$ cat config.mk
export PLATFORM = sky130hd
export DESIGN_NAME = dali_forward_frame_transmitter_top
export DESIGN_NICKNAME = d
export VERILOG_FILES = /design/src/hw/rtl/dali_fft_pkg.sv /design/src/hw/rtl/dali_fft_engine.sv /design/src/hw/rtl/dali_forward_frame_transmitter_top.sv
export VERILOG_INCLUDE_DIRS = /design/src /design/src/hw/rtl
export SDC_FILE = /design/constraint.sdc
export NUM_CORES = 1
export LEC_CHECK = 0
export BUFFER_PORTS_ARGS = -buffer_cell sky130_fd_sc_hd__buf_2
export CAP_MARGIN = 25
export CELL_PAD_IN_SITES_DETAIL_PLACEMENT = 0
export CELL_PAD_IN_SITES_GLOBAL_PLACEMENT = 2
export CORE_AREA = 2 2 76 78
export CTS_CLUSTER_DIAMETER = 30
export CTS_CLUSTER_SIZE = 30
export DETAILED_ROUTE_END_ITERATION = 8
export DIE_AREA = 0 0 78 80
export HOLD_SLACK_MARGIN = 0.08
export PLACE_DENSITY = 0.91
export SYNTH_ARGS = -nofsm -noshare
export SYNTH_HDL_FRONTEND = slang
export SYNTH_SLANG_ARGS = --single-unit
$ cat constraint.sdc
create_clock -name clock -period 2.75 [get_ports clock]
set_input_delay 0.55 -clock clock [delete_from_list [all_inputs] [get_ports clock]]
set_output_delay 0.55 -clock clock [all_outputs]
set_load 0.02 [all_outputs]
$ cat src/hw/rtl/dali_forward_frame_transmitter_top_macros.svh
// Assertion macros for the DALI forward frame transmitter.
`ifndef DALI_FORWARD_FRAME_TRANSMITTER_TOP_MACROS_SVH
`define DALI_FORWARD_FRAME_TRANSMITTER_TOP_MACROS_SVH

// Same-cycle implication, disabled during reset.
`define DALI_ASSERT_IMPLIES(label, clk, rst, lhs, rhs, msg) \
   label: assert property (@(posedge clk) disable iff (rst) (lhs) |-> (rhs)) \
      else $error(msg);

// Next-cycle implication, disabled during reset.
`define DALI_ASSERT_NEXT(label, clk, rst, lhs, rhs, msg) \
   label: assert property (@(posedge clk) disable iff (rst) (lhs) |=> (rhs)) \
      else $error(msg);

`endif

$ cat src/hw/rtl/dali_fft_pkg.sv
// Shared types and constants of the DALI forward frame transmitter.
package dali_fft_pkg;

   localparam int unsigned FrameLen   = 17;
   localparam int unsigned CountWidth = 5;
   localparam int unsigned StopWidth  = 3;

   localparam logic [CountWidth-1:0] FrameLenCount = CountWidth'(FrameLen);
   localparam logic [StopWidth-1:0]  StopLast      = StopWidth'(4);

   typedef enum logic [2:0] {
      PHASE_IDLE = 3'b001,
      PHASE_BITS = 3'b010,
      PHASE_STOP = 3'b100
   } phase_type;

   typedef struct packed {
      logic load_refused;
      logic frame_done;
      logic busy_res;
      logic line_level;
   } result_type;

endpackage

$ cat src/hw/rtl/dali_fft_engine.sv
// Frame sequencer: Manchester bit phase, stop ticks and line level.
module dali_fft_engine (
   input  logic                    clock,
   input  logic                    reset,
   input  logic                    step,
   input  logic                    cmd,
   input  logic [7:0]              frame_address,
   input  logic [7:0]              frame_data,
   output dali_fft_pkg::result_type result
);
   import dali_fft_pkg::*;

   logic [FrameLen-1:0]   frame_bits_ff, frame_bits_in;
   logic [CountWidth-1:0] bits_left_ff, bits_left_in;
   logic                  second_half_ff, second_half_in;
   logic [StopWidth-1:0]  stop_count_ff, stop_count_in;
   phase_type             phase_ff, phase_in;
   logic                  line_ff, line_in;
   logic                  done;
   logic                  refused;
   logic                  cur_bit;

   assign cur_bit = frame_bits_ff[FrameLen-1];

   always_comb begin
      frame_bits_in  = frame_bits_ff;
      bits_left_in   = bits_left_ff;
      second_half_in = second_half_ff;
      stop_count_in  = stop_count_ff;
      phase_in       = phase_ff;
      line_in        = line_ff;
      done           = 1'b0;
      refused        = 1'b0;
      if (cmd) begin
         if (phase_ff != PHASE_IDLE) begin
            refused = 1'b1;
         end else begin
            frame_bits_in  = {1'b1, frame_address, frame_data};
            bits_left_in   = FrameLenCount;
            second_half_in = 1'b0;
            stop_count_in  = '0;
            phase_in       = PHASE_BITS;
         end
      end else begin
         unique case (phase_ff)
            PHASE_BITS: begin
               if (bits_left_ff == '0) begin
                  phase_in      = PHASE_STOP;
                  stop_count_in = '0;
                  line_in       = 1'b1;
               end else if (!second_half_ff) begin
                  // first half carries the inverted bit
                  line_in        = ~cur_bit;
                  second_half_in = 1'b1;
               end else begin
                  line_in        = cur_bit;
                  second_half_in = 1'b0;
                  frame_bits_in  = {frame_bits_ff[FrameLen-2:0], 1'b0};
                  bits_left_in   = bits_left_ff - CountWidth'(1);
                  if (bits_left_ff == CountWidth'(1)) begin
                     phase_in      = PHASE_STOP;
                     stop_count_in = '0;
                  end
               end
            end
            PHASE_STOP: begin
               line_in = 1'b1;
               if (stop_count_ff < StopLast) begin
                  stop_count_in = stop_count_ff + StopWidth'(1);
               end else begin
                  stop_count_in = '0;
                  phase_in      = PHASE_IDLE;
                  done          = 1'b1;
               end
            end
            default: begin
               phase_in = PHASE_IDLE;
               line_in  = 1'b1;
            end
         endcase
      end
   end

   always_ff @(posedge clock) begin
      if (reset) begin
         frame_bits_ff  <= '0;
         bits_left_ff   <= '0;
         second_half_ff <= 1'b0;
         stop_count_ff  <= '0;
         phase_ff       <= PHASE_IDLE;
         line_ff        <= 1'b1;
      end else if (step) begin
         frame_bits_ff  <= frame_bits_in;
         bits_left_ff   <= bits_left_in;
         second_half_ff <= second_half_in;
         stop_count_ff  <= stop_count_in;
         phase_ff       <= phase_in;
         line_ff        <= line_in;
      end
   end

   assign result.line_level   = line_in;
   assign result.busy_res     = (phase_in != PHASE_IDLE);
   assign result.frame_done   = done;
   assign result.load_refused = refused;

endmodule

$ cat src/hw/rtl/dali_forward_frame_transmitter_top.sv
// DALI forward frame transmitter top level: stream ports and result register.
//
// Every request on the req_ channel is one half-bit tick (req_tuser = 0) or a
// frame load (req_tuser = 1, address and data in req_tdata), and yields exactly
// one response holding the bus level and status after it. A load while idle
// latches start bit, address and data (MSB first); each bit then takes two
// ticks (one = low then high, zero = high then low), followed by five high
// stop ticks, the last flagged by frame_done. A load while busy is dropped and
// flagged by load_refused. The sequencer state and the response register
// update on the accept edge, and req_tready stays high as long as the response
// register is empty or being drained, so one request per cycle flows. The line
// idles high after reset.
`include "dali_forward_frame_transmitter_top_macros.svh"

module dali_forward_frame_transmitter_top (
   input  logic        clock,
   input  logic        reset,
   input  logic        req_tvalid,
   output logic        req_tready,
   input  logic [15:0] req_tdata,   // [7:0] frame_address, [15:8] frame_data
   input  logic        req_tuser,   // [0] cmd: 0 = tick, 1 = load
   output logic        rsp_tvalid,
   input  logic        rsp_tready,
   output logic [7:0]  rsp_tdata    // [0] line_level, [1] busy_res,
                                    // [2] frame_done, [3] load_refused, [7:4] 0
);
   import dali_fft_pkg::*;

   logic       req_accept;
   result_type result;
   logic       rsp_valid_ff, rsp_valid_in;
   result_type rsp_data_ff;

   // response register frees itself when drained this cycle
   assign req_tready = !rsp_valid_ff || rsp_tready;
   assign req_accept = req_tvalid && req_tready;

   dali_fft_engine u_engine (
      .clock         (clock),
      .reset         (reset),
      .step          (req_accept),
      .cmd           (req_tuser),
      .frame_address (req_tdata[7:0]),
      .frame_data    (req_tdata[15:8]),
      .result        (result)
   );

   always_comb begin
      rsp_valid_in = rsp_valid_ff;
      if (req_accept) begin
         rsp_valid_in = 1'b1;
      end else if (rsp_tready) begin
         rsp_valid_in = 1'b0;
      end
   end

   always_ff @(posedge clock) begin
      if (reset) begin
         rsp_valid_ff <= 1'b0;
      end else begin
         rsp_valid_ff <= rsp_valid_in;
      end
   end

   always_ff @(posedge clock) begin
      if (req_accept) begin
         rsp_data_ff <= result;
      end
   end

   assign rsp_tvalid = rsp_valid_ff;
   assign rsp_tdata  = {4'b0000, rsp_data_ff};

   `DALI_ASSERT_IMPLIES(a_done_ends_busy, clock, reset,
      rsp_tvalid && rsp_tdata[2], !rsp_tdata[1], "frame_done with busy still set")
   `DALI_ASSERT_IMPLIES(a_refused_when_busy, clock, reset,
      rsp_tvalid && rsp_tdata[3], rsp_tdata[1], "load refused while idle")
   `DALI_ASSERT_IMPLIES(a_idle_line_high, clock, reset,
      rsp_tvalid && !rsp_tdata[1], rsp_tdata[0], "line low while idle")
   `DALI_ASSERT_NEXT(a_accept_sets_valid, clock, reset,
      req_accept, rsp_valid_ff, "accepted request produced no response")

endmodule

# == Word level (Yosys, flattened, before mapping) ==
# Cells that the tools add are included.
# totals
ff_bits,35
latch_bits,0
ram_bits,0
romBits,0
inputBits,21
memories,0
# op_classes
addsub,2
mul,0
div,0
order_cmp,1
eq_ne,9
shifts,0
n_mux,37
bitwise_logic,2
reduce_logical,12
# ops
operator,count
$mux 17,5
$mux 3,12
$mux 5,5
$mux 1,13
$pmux 3 s2,2
$reduce_and 5->1,2
$ne 4x2->1 const B,2
$ne 3x1->1 const B,2
$reduce_bool 2->1,3
$eq 5x1->1 const B,1
$logic_not 5->1,1
$sub 5x1->5 const B,1
$ne 2x2->1 const B,2
$reduce_and 4->1,1
$add 3x1->3 const B,1
$eq 3x2->1 const B,1
$eq 3x3->1 const B,1
$lt 3x3->1 const B,1
$reduce_bool 3->1,1
$not 1->1,2
$reduce_or 2->1,1
$logic_and 1x1->1,1
$logic_not 1->1,1
$logic_or 1x1->1,1

# == Depth between registers and ports, before layout ==
# Gate-level depths: netlist (run 1).
# logic_depth
ltp_word,7
ltp_mapped,8

# == Hierarchy ==
# Synthesis (run 1) repeated with hierarchy kept, for this count alone.
# hier_totals
cells_unflattened,197
area_unflattened_um2,1826.8
# modules_own_cells
module,instances,cells_per_inst,area_each_um2
dali_fft_engine,1,183,1617.8
dali_forward_frame_transmitter_top,1,14,209.0

# == Worst setup path after synthesis (run 1) ==
# Ideal clock, no wire load.
# synth_path
kind,input to register
startpoint,in req_tvalid
endpoint,reg u_engine.frame_bits_ff[5]
arrival_time_ps,1753
path_slack_ps,917
path_stages,6
path_buffers,2
path_cell_list,buf_2 -> nand2_1 -> inv_1 -> buf_1 -> a31oi_1 -> a211oi_2
# synth_between
elab_chain_len,2
# synth_lines
item,line,rtl
"start, declared",dali_forward_frame_transmitter_top.sv:18,"input logic req_tvalid,"
$logic_and 1x1->1,dali_forward_frame_transmitter_top.sv:36,assign req_accept = req_tvalid && req_tready;
named net req_accept,dali_forward_frame_transmitter_top.sv:29,logic req_accept;
$reduce_and 5->1 (no source line),-,
"end signal, assigned",dali_fft_engine.sv:93,frame_bits_ff <= frame_bits_in;
"end, declared",dali_fft_engine.sv:13,"logic [FrameLen-1:0] frame_bits_ff, frame_bits_in;"
# The timed path passes the listed nets, and every way through them passes these cells.
# A chain may end at the register's enable or synchronous reset.

# == Worst setup path after layout (run 1) ==
# layout_path
startpoint,reg u_engine.phase_ff[1]
endpoint,reg u_engine.frame_bits_ff[3]
# layout_between
elab_chain_len,3
# layout_lines
item,line,rtl
"start, declared",dali_fft_engine.sv:17,"phase_type phase_ff, phase_in;"
"start signal, assigned",dali_fft_engine.sv:97,phase_ff <= phase_in;
$ne 3x1->1 / $eq 3x2->1 (equally long branches),"dali_fft_engine.sv:35, dali_fft_engine.sv:45",
$ne 2x2->1 (no source line) / $reduce_bool 2->1 (equally long branches),-,
$reduce_and 5->1 (no source line) (*),-,
# Every way passes the cells marked *; elsewhere a longest branch is shown, timed or not.

==> results of run 1 <==
==> tightest hold or removal path: cells and delay by family (launching register included) <==
family,cells,cell delay [ns]
AOI/OAI and AO/OA,2,0.12
DFF,1,0.33
==> power by group through the flow <==
| stage | registers, uW | clock network (uW) | logic (uW) |
|---|---|---|---|
| 2_1_floorplan | 580 | 0 | 200 |
| 3_3_place_gp | 583 | 0 | 242 |
| 3_5_place_dp | 583 | 0 | 244 |
| 4_1_cts | 572 | 454 | 244 |
| 5_1_grt | 576 | 482 | 273 |
| 6_report | 572 | 446 | 242 |
==> area by class of cell <==
type,instances,share of cell area
Clock buffer,6,0.0331
Clock inverter,1,0.0137
Inverter,9,0.0154
Multi-Input combinational cell,139,0.485
Sequential cell,35,0.338
Tap cell,72,0.0411
Timing Repair Buffer,30,0.0731
==> state kept, by name (all words and copies together), names as in the netlist <==
name,flops
rsp_tdata,4
u_engine.frame_bits_ff,17
u_engine.bits_left_ff,5
u_engine.stop_count_ff,3
u_engine.phase_ff,3
rsp_tvalid,1
u_engine.line_ff,1
u_engine.second_half_ff,1
==> kinds of logic (layout without fill, tap and decap cells) <==
kind of cell / Yosys count / in the layout / synth area share
compound gates: 72 / 72 / 0.279
mux: 15 / 15 / 0.0771
other cells: 1 / 4 / 0.00192
fa+ha+maj: 4 / 4 / 0.0257
buf+inv: 31 / 46 / 0.0796
flops: 35 / 35 / 0.380
xor+xnor: 1 / 1 / 0.00450
simple gates: 43 / 43 / 0.152
==> how the worst max path moves through the flow <==
| stage | from | endpoint | slack [ns] | depth (start not counted) |
|---|---|---|---|---|
| final | u_engine.phase_ff[1] | u_engine.frame_bits_ff[3] | 0.70 | 4 |
| after CTS | u_engine.phase_ff[1] | u_engine.frame_bits_ff[12] | 0.74 | 4 |
| after floorplan | req_tvalid | u_engine.frame_bits_ff[5] | 0.92 | 6 |
| after global routing | u_engine.phase_ff[0] | u_engine.frame_bits_ff[9] | 0.51 | 4 |
| after detailed placement | req_tuser | u_engine.frame_bits_ff[11] | 0.64 | 5 |
| after global placement | req_tuser | u_engine.frame_bits_ff[5] | 0.67 | 5 |
==> synthesized netlist by cell type (all sizes together) (3+ instances only) <==
library cell  instances
a211oi               17
a21oi                13
a31oi                18
buf                  15
clkbuf                7
dfxtp                31
edfxtp                4
ha                    4
inv                   9
mux2i                15
nand2b                3
nand3                 5
nand4                 4
nor2                  6
nor3                  5
o211ai                4
o21ai                 6
o31ai                 6
or4                   4
==> per-stage QoR <==
| stage | utilization | cells |
|---|---|---|
| floorplan | - | 205 |
| global placement | 0.386 | 285 |
| detailed placement | 0.386 | 285 |
| CTS | 0.405 | 292 |
| global route | 0.405 | 292 |
| finish | 0.405 | 292 |
==> routing by layer <==
| metal | wire [um] | share of wire |
|---|---|---|
| met1 | 2080 | 0.49 |
| met2 | 1950 | 0.46 |
| met3 | 178 | 0.042 |
| met4 | 16 | 0.0038 |
| met5 | 0 | 0 |
==> metrics.csv, run 1 <==
stage,metric,value,unit
status,status,finished clean,
finish,register area,741,um^2
die,Core Area,5410,um^2
global_routing,global-route met3 utilization,0.0373,
drt,via count,1559,
drt,1st-iter DRT viols,94,
power,Seq pwr share,0.454,
cts,CTS sink cnt,35,
timing,Final Critical Period,2.05,ns
yosys,Synth Flop Type,dfxtp_1,
power,Clock Power Share,0.354,
global_routing,first-pass GRT wire length,7330,um
worst_hold_path,hold endpoint,u_engine.frame_bits_ff[0],
drt,DRC Markers,0,
global_routing,GRT Total Usage,0.148,
worst_hold_path,worst hold stages,2,
global_routing,vias in the first global route,1519,
die,I/O Pins,31,
cts,clock-pin slew on the worst setup and hold paths,0.07,ns
power,maximum VDD drop,0.000310,V
die,row count,27,
yosys,top-area cell type share of the netlist area,0.319,
drt,Antenna Nets Post-Route,0,
flow_run,Max Cap Violations,0,
global_routing,total gr overflow,0,
finish,Multi-input gate area,1060,um^2
global_routing,Top Usage Layer GRT,met2,
timing,Setup-failing EPs final,0,
yosys,Synth Instances,202,
timing,Max Slew Vio Count,0,
finish,filler instances,564,
power,pwr/cell area,575,nW/um^2
power,leakage power,0.000815,uW
power,Internal Pwr Total,906,uW
placed_design,GPL Wtd Cong,0.738,
yosys,post-synth top area cell,dfxtp_1,
critical_path,largest fanout on the critical path,18,
timing,"Hold Vio Cnt, Final",0,
critical_path,slowest cell on the critical path,dfxtp_1,
timing,Fmax,0.489,GHz
timing,clk_skew,0.00541,ns
timing,Final Cycle Share,0.744,
cts,setup bufs post-CTS,0,
timing,Worst-Margin Slew,0.856,ns
power,Tot Pwr,1260,uW
die,Die Wd,78,um
cts,Post-CTS Resized,0,
yosys,Yosys warning count,0,
critical_path,"reg-to-reg slack, setup",0.70,ns
critical_path,Reg-to-Reg Start,u_engine.phase_ff[1],
die,Die Span Y,80,um
worst_hold_path,Worst Hold Class,register to register,
yosys,synthesized cell area,1950,um^2
finish,"most common cell after layout, fill and taps aside",dfxtp_1,
yosys,Synth async-reset ratio,0,
yosys,Post-synth EDFFs,4,
critical_path,crit-path max cell delay,0.56,ns
timing,RSZ-0062 raised after global routing,no,
die,Starting Density,0.360,
finish,number of nets in the layout,245,
die,die area,6240,um^2
placed_design,# port buffers,26,
cts,clock root buffer,clkbuf_8,
critical_path,CP bufs+invs,0,
critical_path,Worst path top cell family by delay,compound AO/OA/AOI/OAI gates,
finish,layout cell share with drive strength beyond 1,0.236,
cts,Clock Tree Buf Depth,2,
global_routing,met2 GRT Util,0.238,
drt,TritonRoute pass-1 iters,4,
critical_path,Critical Path End Type,register,
global_routing,pin count of the biggest net entering global routing,32,
critical_path,critical path class,register to register,
cts,hold_buf cts,0,
yosys,"Seq/Total Area, Yosys",0.380,
critical_path,critical-path cell list,nor3b_2 > a21o_1 > a31oi_1 > a211oi_2,
timing,hold_ws,0.495,ns
global_routing,GR Layer Usage met1,0.201,
cts,Clock Latency Late Sink,0.28,ns
placed_design,dpl hpwl,2750,um
cts,H-Tree Depth,2,
cts,TritonCTS Buffers,5,
power,Switching Share,0.281,
critical_path,RR Endpoint,u_engine.frame_bits_ff[3],
global_routing,initial antenna violation count,0,
drt,vias per cell,5.34,
placed_design,DP Area,2090,um^2
cts,CTS tree,built,
critical_path,Crit path arrival time,2.24,ns
yosys,post-synthesis cell type count,46,
timing,Final Worst Setup Slack,0.705,ns
finish,area delta synth->final,12.5,%
power,combinational power share,0.192,
placed_design,setup slack at placement,0.643,ns
yosys,Seq cells post-synth,35,
yosys,largest cells by area after synthesis,"dfxtp_1, mux2i_1, edfxtp_1",
critical_path,"Data required, critical path",2.95,ns
timing,Slew headroom,0.429,
power,Switching Power,354,uW
critical_path,FF-to-FF path depth,4,
critical_path,startpoint types,register,
drt,Detailed Route WL,4220,um
timing,Final TNS setup,0,ns
yosys,Mean Syn Cell Area,9.64,um^2
finish,number of diodes,0,
finish,post-route cell area,2190,um^2
worst_hold_path,worst hold start,u_engine.frame_bits_ff[0],
drt,wire length per cell,14.5,um
finish,"leading cell types in the layout, fill and taps excluded","dfxtp_1, buf_2, a31oi_1",
Power figures use the tool's default switching activity.
==> run 2: changes to the inputs <==
Settings changed: CORE_AREA 2 2 76 78 to 2 2 78 80, DIE_AREA 0 0 78 80 to 0 0 80 82, PLACE_DENSITY 0.91 to 0.87.
Clock period 2.75 ns to 2 ns, I/O delays scaled along.
==> metrics.csv, run 2 (same netlist as run 1, synthesis figures left out) <==
stage,metric,value,unit
status,status,finished clean,
global_routing,Top Usage Layer GRT,met2,
drt,TritonRoute pass-1 iters,4,
placed_design,setup slack at placement,0.0701,ns
power,Internal Pwr Total,1160,uW
finish,area delta synth->final,18.8,%
timing,Final TNS setup,0,ns
global_routing,first-pass GRT wire length,7680,um
timing,Max Slew Vio Count,0,
timing,"Hold Vio Cnt, Final",0,
finish,layout cell share with drive strength beyond 1,0.294,
finish,Largest register FFs,17,
drt,via count,1648,
power,leakage power,0.000893,uW
finish,"most common cell after layout, fill and taps aside",dfxtp_1,
cts,CTS tree,built,
global_routing,vias in the first global route,1581,
global_routing,initial antenna violation count,0,
die,I/O Pins,31,
finish,number of diodes,0,
finish,number of nets in the layout,262,
finish,"non-filler cells, final",313,
placed_design,# port buffers,26,
die,die area,6560,um^2
critical_path,Critical Path End Type,register,
cts,Clock Latency Late Sink,0.29,ns
power,Tot Pwr,1660,uW
global_routing,GRT Total Usage,0.148,
global_routing,global-route met3 utilization,0.0396,
power,Seq pwr share,0.470,
die,Die Span Y,82,um
critical_path,critical path class,register to register,
timing,Setup-failing EPs final,0,
die,Starting Density,0.339,
flow_run,Max Cap Violations,0,
placed_design,DP Area,2210,um^2
timing,clk_skew,0.00577,ns
worst_hold_path,Worst Hold Class,input port to register,
cts,clock-pin slew on the worst setup and hold paths,0.07,ns
cts,CTS sink cnt,35,
die,row count,28,
power,Switching Power,501,uW
timing,Final Critical Period,1.80,ns
die,Die Wd,80,um
placed_design,GPL Wtd Cong,0.825,
critical_path,"Data required, critical path",2.21,ns
timing,Final Worst Setup Slack,0.200,ns
placed_design,placed cells,304,
timing,RSZ-0062 raised after global routing,no,
global_routing,met2 GRT Util,0.233,
global_routing,pin count of the biggest net entering global routing,23,
power,combinational power share,0.231,
drt,Antenna Nets Post-Route,0,
power,Clock Power Share,0.299,
cts,clock root buffer,clkbuf_8,
finish,Top reg by flops,u_engine.frame_bits_ff,
drt,vias per cell,5.27,
power,Switching Share,0.302,
cts,H-Tree Depth,2,
finish,"leading cell types in the layout, fill and taps excluded","dfxtp_1, buf_2, buf_4",
cts,Clock Tree Buf Depth,2,
critical_path,largest fanout on the critical path,9,
timing,Fmax,0.555,GHz
placed_design,dpl hpwl,3090,um
drt,1st-iter DRT viols,133,
global_routing,GR Layer Usage met1,0.202,
drt,Detailed Route WL,4510,um
drt,wire length per cell,14.4,um
cts,TritonCTS Buffers,5,
die,Core Area,5750,um^2
power,maximum VDD drop,0.000316,V
global_routing,total gr overflow,0,
timing,Final Cycle Share,0.900,
drt,DRC Markers,0,
critical_path,Crit path arrival time,2.01,ns
cts,hold_buf cts,0,
finish,post-route cell area,2310,um^2
critical_path,startpoint types,register,
power,pwr/cell area,716,nW/um^2
## run 2: worst paths after layout
check | to | startpoint | slack [ns] | cells past startpoint
setup reg to reg | u_engine.bits_left_ff[4] | u_engine.bits_left_ff[1] | 0.20 | 7
hold / removal | u_engine.frame_bits_ff[0] | req_tdata[8] | 0.38 | 3
hold reg to reg | u_engine.bits_left_ff[3] | u_engine.bits_left_ff[3] | 0.50 | 2
setup / recovery | u_engine.bits_left_ff[4] | u_engine.bits_left_ff[1] | 0.20 | 7
## run 2: critical path, cell delays in order, from the launching register on
cell	delay, ns
dfxtp_1	0.33
inv_1	0.09
ha_1	0.20
nand2b_1	0.14
o22ai_4	0.10
buf_4	0.18
or4_1	0.51
a31oi_1	0.18
## run 2: per-stage QoR
stage          utilization  hold slack [ns]
2_1_floorplan            -            0.443
3_3_place_gp         0.385            0.480
3_5_place_dp         0.385            0.492
4_1_cts              0.399            0.374
5_1_grt              0.403            0.375
6_report             0.403            0.382
## run 2: area by class of cell
class,count,area (um^2)
clock buffers,7,76.3
repair buffers,47,300
clock inverters,1,5.00
flip-flops and latches,35,741
inverters,9,33.8
fillers,591,3430
well taps,75,93.8
multi-input cells,139,1060
## run 2: power by group through the flow
stage	clock [uW]	sequential [uW]	combinational [uW]
4_1_cts	511	779	378
3_3_place_gp	0	795	375
5_1_grt	547	784	424
6_report	496	780	383
3_5_place_dp	0	794	376
2_1_floorplan	0	797	275
## run 2: what timing repair did
action	CTS	global route
resized for setup	0	1
endpoints found under the setup margin	0	17
buffers inserted	0	1
## run 2: layer usage
metal / part of all wire / vias up / routed length [um]
met5: 0 / - / 0
met4: 0.010 / 0 / 46
met3: 0.045 / 7 / 203
met2: 0.46 / 37 / 2080
met1: 0.48 / 769 / 2170
li1: - / 835 / -
==> run 3: changes to the inputs <==
==> constraint.sdc (replaced) <==
create_clock -name clock -period 2 [get_ports clock]
set_input_delay 0.1 -clock clock [delete_from_list [all_inputs] [get_ports clock]]
set_output_delay 0.1 -clock clock [all_outputs]
set_load 0.02 [all_outputs]
==> metrics.csv, run 3 (same netlist as run 1, synthesis figures left out) <==
stage,metric,value,unit
drt,TritonRoute pass-1 iters,4,
placed_design,DP Area,2190,um^2
timing,clk_skew,0.00290,ns
finish,"non-filler cells, final",311,
timing,Final Critical Period,1.78,ns
cts,clock root buffer,clkbuf_8,
power,pwr/cell area,720,nW/um^2
cts,Clock Latency Late Sink,0.28,ns
drt,via count,1676,
timing,Setup-failing EPs final,0,
finish,number of diodes,0,
finish,Top reg by flops,u_engine.frame_bits_ff,
power,maximum VDD drop,0.000305,V
critical_path,"Data required, critical path",2.21,ns
drt,wire length per cell,14.6,um
global_routing,first-pass GRT wire length,7610,um
flow_run,Max Cap Violations,0,
timing,Final TNS setup,0,ns
die,die area,6560,um^2
die,row count,28,
placed_design,dpl hpwl,3050,um
timing,RSZ-0062 raised after global routing,no,
global_routing,vias in the first global route,1566,
finish,number of nets in the layout,260,
worst_hold_path,Worst Hold Class,input port to register,
placed_design,# port buffers,26,
die,Die Span Y,82,um
finish,"leading cell types in the layout, fill and taps excluded","dfxtp_1, buf_2, a31oi_1",
global_routing,pin count of the biggest net entering global routing,32,
drt,Antenna Nets Post-Route,0,
timing,"Hold Vio Cnt, Final",0,
critical_path,startpoint types,register,
global_routing,initial antenna violation count,0,
cts,Clock Tree Buf Depth,2,
drt,Detailed Route WL,4550,um
finish,Largest register FFs,17,
timing,hold_ws,0.149,ns
status,status,finished clean,
power,Tot Pwr,1660,uW
timing,Fmax,0.561,GHz
cts,CTS tree,built,
cts,CTS sink cnt,35,
global_routing,GRT Total Usage,0.147,
placed_design,placed cells,301,
timing,Final Cycle Share,0.891,
power,leakage power,0.000883,uW
cts,H-Tree Depth,2,
drt,DRC Markers,0,
finish,layout cell share with drive strength beyond 1,0.284,
cts,clock-pin slew on the worst setup and hold paths,0.07,ns
critical_path,Critical Path End Type,register,
finish,post-route cell area,2300,um^2
die,I/O Pins,31,
global_routing,total gr overflow,0,
die,Starting Density,0.339,
timing,Slew headroom,0.539,
critical_path,largest fanout on the critical path,6,
drt,vias per cell,5.39,
timing,Worst-Margin Slew,0.691,ns
finish,"most common cell after layout, fill and taps aside",dfxtp_1,
drt,1st-iter DRT viols,132,
critical_path,critical path class,register to register,
finish,area delta synth->final,18.2,%
critical_path,Crit path arrival time,1.99,ns
die,Die Wd,80,um
placed_design,GPL Wtd Cong,0.827,
die,Core Area,5750,um^2
cts,TritonCTS Buffers,5,
timing,Max Slew Vio Count,0,
[run 3: report_power, final]
part           internal, uW  total [uW]  switching (uW)
Clock                   245         497             253
Combinational           156         380             225
Sequential              755         780            25.8
[run 3: stage by stage]
step                      worst slack, ns  utilization
after global placement             0.0602        0.381
after global routing               0.0514        0.401
after detailed placement           0.0329        0.381
after CTS                          0.0169        0.397
after floorplan                     0.280            -
final                               0.218        0.401
[run 3: timing repair]
item | in CTS | in global routing
hold buffers | 1 | 0
hold endpoints to repair | 1 | 0
resized for setup | 0 | 1
setup endpoints to repair | 0 | 18
buffers inserted | 0 | 1
[run 3: final timing paths]
kind / cells past startpoint / startpoint / endpoint / slack, ns
worst min register to register: 2 / u_engine.frame_bits_ff[0] / u_engine.frame_bits_ff[0] / 0.50
worst max-delay path: 7 / u_engine.bits_left_ff[0] / u_engine.bits_left_ff[4] / 0.22
worst max register to register: 7 / u_engine.bits_left_ff[0] / u_engine.bits_left_ff[4] / 0.22
worst min-delay path: 3 / req_tvalid / rsp_tvalid / 0.15
[run 3: final cells by class]
class | instances | area (um^2)
timing repair buffer | 45 | 288
fill | 617 | 3440
tap | 75 | 93.8
clock buffer | 7 | 76.3
clock inverter | 1 | 5.00
sequential | 35 | 741
inverter | 9 | 33.8
multi-input combinational | 139 | 1060
[run 3: worst max-delay path: stages (launching register included)]
cell and delay, ns:
dfxtp_1 0.33, inv_1 0.07, ha_1 0.21, nand2b_1 0.15, o22ai_4 0.11, buf_4 0.18, or4_1 0.50, a31oi_1 0.16
[run 3: routing by layer]
layer | wire length [um] | part of all wire | GRT usage
met3 | 165 | 0.036 | 0.0352
met1 | 2250 | 0.49 | 0.208
met2 | 2120 | 0.47 | 0.223
met5 | 0 | 0 | 0
met4 | 13 | 0.0029 | 0.0390
